## src/rch_pkg.sv

```systemverilog
`default_nettype none

package rch_pkg;

  localparam int DEF_QUANT_LEVELS = 16;
  localparam logic [15:0] COUNT_MAX = 16'hFFFF;

  typedef enum logic [1:0] {
    ACT_ACCUM = 2'd0,
    ACT_READ  = 2'd1,
    ACT_CLEAR = 2'd2,
    ACT_NONE  = 2'd3
  } action_t;

  typedef enum logic [1:0] {
    ST_INIT_CLR,
    ST_IDLE,
    ST_EXEC,
    ST_CLR
  } state_t;

  // controller -> datapath
  typedef struct packed {
    logic accept;      // input transfer this cycle
    logic exec;        // finish a non-clear item
    logic clr_wr;      // zero one bin of the clear sweep
    logic clr_report;  // last sweep cycle of a requested clear
  } cmd_t;

  // datapath -> controller
  typedef struct packed {
    logic clr_last;
  } status_t;

endpackage

`default_nettype wire

```

## src/rch_ctrl.sv

```systemverilog
`default_nettype none

module rch_ctrl
  import rch_pkg::*;
(
  input  wire logic    clk,
  input  wire logic    rst_n,
  input  wire logic    start,
  input  wire action_t action,
  input  wire status_t status,
  output cmd_t         cmd,
  output logic         busy
);

  state_t state_r, state_nxt;

  always_ff @(posedge clk) begin
    if (!rst_n) begin
      state_r <= ST_INIT_CLR;
    end else begin
      state_r <= state_nxt;
    end
  end

  always_comb begin
    state_nxt = state_r;
    cmd       = '0;
    busy      = 1'b1;
    unique case (state_r)
      ST_IDLE: begin
        busy = 1'b0;
        if (start) begin
          cmd.accept = 1'b1;
          state_nxt  = (action == ACT_CLEAR) ? ST_CLR : ST_EXEC;
        end
      end
      ST_EXEC: begin
        cmd.exec  = 1'b1;
        state_nxt = ST_IDLE;
      end
      ST_CLR: begin
        cmd.clr_wr = 1'b1;
        if (status.clr_last) begin
          cmd.clr_report = 1'b1;
          state_nxt      = ST_IDLE;
        end
      end
      ST_INIT_CLR: begin
        cmd.clr_wr = 1'b1;
        if (status.clr_last) begin
          state_nxt = ST_IDLE;
        end
      end
      default: begin
        state_nxt = ST_IDLE;
      end
    endcase
  end

endmodule

`default_nettype wire

```

## config.mk

```make
export PLATFORM = sky130hd
export DESIGN_NAME = rch_ctrl
export DESIGN_NICKNAME = d
export VERILOG_FILES = /design/src/rch_pkg.sv /design/src/rch_ctrl.sv
export SDC_FILE = /design/constraint.sdc
export NUM_CORES = 1
export LEC_CHECK = 0
export ABC_CLOCK_PERIOD_IN_PS = 2100
export BUFFER_PORTS_ARGS = -buffer_cell sky130_fd_sc_hd__buf_2
export CORE_AREA = 8 8 45 47
export CTS_CLUSTER_DIAMETER = 200
export DETAILED_ROUTE_END_ITERATION = 8
export DIE_AREA = 0 0 53 55
export PLACE_DENSITY = 0.4
export SLEW_MARGIN = 20
export SYNTH_ARGS = -nofsm -noshare
export SYNTH_HDL_FRONTEND = slang
export SYNTH_SLANG_ARGS = --single-unit
export TNS_END_PERCENT = 5
```

## constraint.sdc

```tcl
create_clock -name clk -period 2.1 [get_ports clk]
set_clock_uncertainty 0.2 [all_clocks]
set_input_delay 0.42 -clock clk [delete_from_list [all_inputs] [get_ports clk]]
set_output_delay 0.42 -clock clk [all_outputs]
set_load 0.01 [all_outputs]
```

Word-level counts from Yosys, hierarchy flattened
Cells that the tools add are included.

cells by class
  equality and inequality tests = 6
  muxes and demuxes = 11
  reductions and logical operators = 3

operators by type and width
  cell                  count
  $mux W1               8
  $eq A2 B2 Y1 const B  3
  $pmux W2 S3           1
  $mux W2               2
  $eq A2 B1 Y1 const B  1
  $logic_not A2 Y1      1
  $ne A2 B1 Y1 const B  1
  $ne A2 B2 Y1 const B  1
  $reduce_and A2 Y1     1
  $reduce_or A2 Y1      1

storage, ports and cells
  register bits = 2
  output and inout port bits = 5
  word-level logic and storage cells = 21

Logic depth before layout (Yosys ltp)
Gate-level depths: netlist of the first run.

  word-level depth = 4
  depth in mapped cells = 5

Worst setup path after synthesis of the first run
OpenSTA, ideal clock, no wires.

  path kind = register to register
  start = reg state_r[0]
  end = reg state_r[1]
  setup time = 70 ps
  data arrival time = 1357 ps
  required time = 1830 ps
  slack = 473 ps
  stages on the path, launching flop included = 6
  path buffers = 0
  clock period less this slack = 1627 ps
  cells stage by stage = dfxtp_1 inv_1 ha_1 nor2b_4 or3b_1 a21boi_1

between the ends
  word-level cells in the longest chain between the ends = 4
  elaborated cells on any way between the ends = 9
  those cells by class = eq/ne: 5; mux: 1; reduce/logical: 3

ends and longest elaborated chain
  item                                                     RTL line        source
  from (decl)                                              rch_ctrl.sv:15  state_t state_r, state_nxt;
  from (signal assigned)                                   rch_ctrl.sv:21  state_r <= state_nxt;
  $eq A2 B2 Y1 / $logic_not A2 Y1 (equally long branches)  rch_ctrl.sv:29  unique case (state_r)
  $reduce_or A2 Y1 (no source line)                        -
  $ne A2 B1 Y1 (no source line)                            -
  $reduce_and A2 Y1 (no source line)                       -

Parallel ways exist; a longest one is shown, timed or not.
A chain may end at the register's enable or synchronous reset.

==> flow_summary_export.csv, run 1 <==
group,metric,value,unit
status,outcome,"complete, no violations",
sta,drv_slew,0,
sta,finalSetupViolations,0,
sta,setup_tns,0,ns
die,die_h,55,µm
setup_path,crit_type,"flop to output port",
grt,overflow,0,
synth,netlist_top_cells_area,"ha_1 (27%), dfxtp_1 (21%), nor2b_4 (15%)",
routing,wirelength,441,µm
layout,layout-drive-gt1-share,0.4545,
setup_path,worstReg2RegEnd,"state_r[1]",
setup_path,cp-start-kind,"flop",
layout,fin_util,0.2016,
sta,rsz0062_at_grt,"no",
cts,clk_pin_slew,0.03,ns
routing,wl_met3,72,µm
setup_path,r2r.worst_path.cells,5,
setup_path,r2r_start,"state_r[0]",
setup_path,path_cells,"inv_1 -> ha_1 -> and2_1 -> buf_2",
cts,cts_resized,0,
die,die_w,53,µm
synth,synthFlopType,"dfxtp_1",
synth,synth.top_cell.area_share,0.2685,
layout,reg_top3,"state_r x2",
synth,synth_compound_area_frac,0.1745,
synth,synth_nets,30,
sta,maxSlewHeadroom,0.8976,
setup_path,critPathSlowestCell,"dfxtp_1",
layout,diodes,0,
synth,synth_fa_ha_area_frac,0.2685,
cts,holdBufCountCts,0,
power,power_frac_comb,0.399,
synth,ys_seq_elements,2,
sta,period_minus_slack,1.748,ns
cts,cts_htree_levels,1,
job,maxCapViolCount,0,
power,p_clk_frac,0.369,
routing,wl_met2,177,µm
setup_path,path_depth,4,
routing,drt_first_pass_iters,2,
synth,postSynthAreaPerCell,9.321,µm²
worst_hold_path,min_path_type,"input pin to flop",
setup_path,r2r_slack,0.46,ns
cts,postCtsSetupRepairBufs,0,
setup_path,crit_arrival,1.13,ns
synth,synth.cell_area,186.4,µm²
place,hpwl,356.2,µm
sta,min_period_over_period,0.8322,
grt,antenna_found_initial,0,
sta,tightest_slew,0.1520,ns
synth,netlist_instances,20,
routing,wl_per_cell,9.000,µm
routing,drtIter0Drc,1,
routing,routed.top_layer,"met3",
sta,fmax,572.2,MHz
synth,yosys_warnings,0,
synth,ys_types,10,
routing,vias_per_cell,3.612,
die,core,1384,µm²
power,leakagePower,0.1481,nW
cts,cts_tree,"done",
die,initial_core_util,0.1347,
grt,grt_max_degree,5,
synth,synth.yosys.seq_area_share,0.2148,
setup_path,critPathCapture,"cmd[3]",
layout,areaGrowthSynthToFinish,49.66,%
synth,synthArstFlopShare,0,
routing,vias,177,
cts,cts_max_path_buffers,2,
routing,drc,0,
worst_hold_path,hold_depth,2,
synth,synthSimpleGateAreaFrac,0.2617,
power,p_per_area,825.4,nW/µm²
synth,synth-xor-area-share,0,
cts,clkSinkCount,2,
cts,cts_buffers,3,
power,peakVddDrop,0.3005,mV
setup_path,crit_buf_inv,2,
routing,met1_length,190,µm
setup_path,worst_setup_path_end_kind,"output port",
sta,hold_viol_final,0,
cts,root_buffer,"clkbuf_4",
power,p_int,0.1568,mW
synth,yosysTopAreaCell,"ha_1",
layout,fin_nets,45,
layout,largest_register_ffs,2,
setup_path,cp-startpoint,"state_r[1]",
routing,drt.antenna.violating_nets,0,
cts,insertion_delay,0.22,ns
die,pin_count,11,
setup_path,cpPeakStageDelay,0.36,ns
setup_path,required,1.48,ns
grt,grt_pass1_vias,178,
synth,synthMuxAreaShare,0,
power,switching_power,0.07354,mW
layout,regMostFlops,"state_r",
grt,grt_pass1_wl,662,µm
place,portBuffers,10,
synth,synthTopCellsByCount,"ha_1 (4), inv_1 (4)",
power,power_frac_seq,0.232,
die,die_area,2915,µm²
die,fp-row-count,14,
setup_path,crit_family,"flip-flops",
setup_path,worstPathMaxFanout,4,
power,swShare,0.3193,
grt,track_usage,0.03437,
layout,fillCellCount,151,
synth,synth_edf_count,0,
synth,synth_top_family_by_area,"adder cells",
place,place_congestion,0.6234,
## cells by family after synthesis
| kind of cell | after synthesis |
|---|---|
| compound gates | 5 |
| flops | 2 |
| buf+inv | 4 |
| simple gates | 5 |
| fa+ha+maj | 4 |
## through the flow
step                cell area [µm²]  worst slack (ns)  hold slack, ns  total power [mW]  instances
global placement              256.5            0.4445          0.3212            0.1482         46
finish                        279.0            0.3524          0.2470            0.2303         49
floorplan                     186.4            0.4730          0.2853            0.1160         20
CTS                           279.0            0.3314          0.2348            0.2403         49
global route                  279.0            0.2780          0.2493            0.2513         49
detailed placement            256.5            0.4579          0.3195            0.1472         46
## cells in the final DEF, fill, tap and decap left out
master and instances:
clkbuf_4 3, or3b_1 1, o21ai_0 2, ha_1 4
a21boi_1 1, o311a_1 1, dfxtp_1 2, nor2b_4 2
buf_2 10, o21ai_1 1, and2_1 2, inv_1 4
## layout make-up
type,count,area [µm²],area share
Multi-Input combinational cell,14,131.4,0.4709
Timing Repair Buffer,10,50.05,0.1794
Clock buffer,3,22.52,0.08072
Inverter,4,15.01,0.05381
Sequential cell,2,40.04,0.1435
Tap cell,16,20.02,0.07175
## how the worst min path moves through the flow
stage                          start    endpoint  slack, ns
after floorplan           state_r[1]  state_r[1]       0.29
after global placement    state_r[1]  state_r[1]       0.32
after detailed placement  state_r[1]  state_r[1]       0.32
after CTS                      rst_n  state_r[0]       0.23
after global routing           rst_n  state_r[0]       0.25
final                          rst_n  state_r[0]       0.25
## metal layers
metal / up-vias / GRT usage
met4: 0 / 0.05172
met1: 76 / 0.03631
li1: 93 / -
met3: 0 / 0.02406
met5: - / 0
met2: 8 / 0.03516
## power groups by stage
stage / sequential [mW] / clock (mW) / combinational, mW
CTS: 0.0535 / 0.0923 / 0.0945
global route: 0.0545 / 0.0925 / 0.104
global placement: 0.0541 / 0 / 0.0941
finish: 0.0534 / 0.0850 / 0.0919
detailed placement: 0.0541 / 0 / 0.0931
floorplan: 0.0521 / 0 / 0.0639
Power figures use the tool's default switching activity.
==> run 2, diff against run 1 <==
- ABC_AREA: default -> 1
- ABC_CLOCK_PERIOD_IN_PS: 2100 -> 1500
- clock period: 2.1 -> 1.5 ns (I/O delays scaled with it)
==> flow_summary_export.csv, run 2 <==
group,metric,value,unit
setup_path,crit_arrival,1.00,ns
synth,netlist_instances,28,
synth,synth.top_cell.area_share,0.2797,
die,die_w,53,µm
routing,drc,0,
sta,drv_slew,0,
setup_path,r2r_start,"state_r[0]",
die,pin_count,11,
die,core,1384,µm²
layout,areaGrowthSynthToFinish,93.71,%
routing,wirelength,502,µm
synth,synth.cell_area,178.9,µm²
synth,yosysTopAreaCell,"ha_1",
routing,vias,205,
layout,layout-drive-gt1-share,0.5682,
synth,synth_most_common_cell,"inv_1",
synth,synthArstFlopShare,0,
routing,drt.antenna.violating_nets,0,
place,portBuffers,10,
setup_path,r2r.worst_path.cells,7,
sta,fmax,667.2,MHz
grt,overflow,0,
sta,period_minus_slack,1.499,ns
sta,tightest_slew,0.1385,ns
place,place_congestion,0.6794,
grt,grt_max_degree,5,
place,place_area,249.0,µm²
cts,insertion_delay,0.22,ns
synth,synthTopCellsByCount,"inv_1 (8), nand2_1 (7), ha_1 (4), nor2_1 (4)",
worst_hold_path,min-delay-start,"rst_n",
layout,regMostFlops,"state_r",
grt,grt_pass1_vias,209,
routing,drtIter0Drc,1,
sta,rsz0062_at_grt,"yes",
layout,final_cell_mix,"buf_2 (8), nand2_1 (7), inv_1 (6)",
cts,clkSinkCount,2,
setup_path,cp-start-kind,"flop",
layout,diodes,0,
synth,yosys_warnings,0,
status,outcome,"complete, no violations",
grt,track_usage,0.04585,
sta,finalSetupViolations,0,
cts,cts_buffers,3,
routing,drt_first_pass_iters,4,
setup_path,worstReg2RegEnd,"state_r[1]",
cts,holdBufCountCts,0,
job,maxCapViolCount,0,
worst_hold_path,min_path_type,"input pin to flop",
synth,ys_types,7,
worst_hold_path,hold_depth,3,
layout,fin_nets,56,
setup_path,worstPathMaxFanout,4,
die,die_area,2915,µm²
routing,wl_per_cell,8.367,µm
cts,root_buffer,"clkbuf_4",
die,initial_core_util,0.1293,
setup_path,r2r_slack,0.23,ns
cts,cts_tree,"done",
synth,synth.yosys.seq_area_share,0.2238,
setup_path,crit_type,"flop to output port",
synth,synth_nets,38,
synth,ys_seq_elements,2,
power,p_per_area,1583,nW/µm²
layout,final_common_cell,"buf_2",
sta,hold_viol_final,0,
layout,largest_register_ffs,2,
synth,netlist_top_cells_area,"ha_1 (28%), dfxtp_1 (22%), inv_1 (17%)",
place,hpwl,377.6,µm
cts,cts_max_path_buffers,2,
layout,reg_top3,"state_r x2",
power,peakVddDrop,0.5402,mV
sta,maxSlewHeadroom,0.9067,
cts,cts_htree_levels,1,
worst_hold_path,hold_end,"state_r[1]",
cts,clk_pin_slew,0.03,ns
sta,min_period_over_period,0.9992,
die,fp-row-count,14,
grt,antenna_found_initial,0,
die,die_h,55,µm
layout,design_area,346.6,µm²
synth,postSynthAreaPerCell,6.390,µm²
synth,synth_edf_count,0,
setup_path,cp-startpoint,"state_r[0]",
sta,hold_slack,0.1055,ns
setup_path,required,1.00,ns
grt,grt_pass1_wl,841,µm
power,leakagePower,0.1955,nW
routing,vias_per_cell,3.417,
synth,synthFlopType,"dfxtp_1",
power,power,0.5486,mW
setup_path,worst_setup_path_end_kind,"output port",
==> run 2: cell count changes in the layout (fill, tap and decap cells not counted), sizes merged, moves of 3 or more <==
cell   change
buf        +3
inv        +4
nand2      +9
nor2       +4
==> run 2: worst max-delay path by stage <==
stage                      end  cells past startpoint  slack [ns]
finish                  cmd[1]                      3       0.001
global route            cmd[3]                      5       -0.05
CTS                     cmd[1]                      3       -0.02
detailed placement      cmd[1]                      3         0.1
global placement        cmd[1]                      3        0.11
floorplan           state_r[0]                      6        0.14
==> run 2: repair_timing <==
item / in CTS / in global routing
pin swaps: 1 / 2
gates cloned: 0 / 0
setup buffers: 1 / 2
endpoints found under the setup margin: 4 / 4
resized for setup: 12 / 2
==> run 2: final cells by class <==
cell class                 instances  area [µm²]
tap                               16       20.02
sequential                         2       47.55
fill                             159        1037
clock buffer                       3       22.52
inverter                           8       35.03
timing repair buffer              13       85.08
multi-input combinational         18       136.4
==> run 2: report_power, final <==
group | internal, mW | switching [mW] | leakage (nW) | total, mW
registers | 0.0832 | 0.0353 | 0.0178 | 0.118
clock network | 0.0882 | 0.0299 | 0.0138 | 0.118
logic | 0.166 | 0.146 | 0.164 | 0.312
total | 0.337 | 0.211 | 0.196 | 0.549
==> run 2: logic make-up (layout without fill, tap and decap cells) <==
group / after synthesis / after routing / synth area share
compound gates: 1 / 1 / 0.02795
flops: 2 / 2 / 0.2238
fa+ha+maj: 4 / 4 / 0.2797
simple gates: 13 / 13 / 0.3007
buf+inv: 8 / 24 / 0.1678
==> run 2: per-stage QoR <==
stage | instances | worst slack (ns) | utilization | TNS [ns]
after detailed placement | 54 | 0.09643 | 0.1799 | 0
after global routing | 60 | -0.05109 | 0.2505 | -0.1436
after floorplan | 28 | 0.1428 | - | 0
final | 60 | 0.001152 | 0.2505 | 0
after global placement | 54 | 0.1101 | 0.1799 | 0
after CTS | 58 | -0.01848 | 0.2333 | -0.04358
==> run 2: worst max-delay path: stages (launching register included) <==
cell and delay [ns]:
dfxtp_4 0.37, inv_4 0.05, ha_4 0.26, buf_6 0.09
==> run 2: metal layers <==
| metal | routed length [µm] | vias to the layer above | share of wire | global-route usage |
|---|---|---|---|---|
| met1 | 188 | 87 | 0.37 | 0.03182 |
| met3 | 64 | 0 | 0.13 | 0.05882 |
| li1 | - | 111 | - | - |
| met5 | 0 | - | 0 | 0 |
| met4 | 0 | 0 | 0 | 0.03879 |
| met2 | 249 | 7 | 0.50 | 0.06250 |
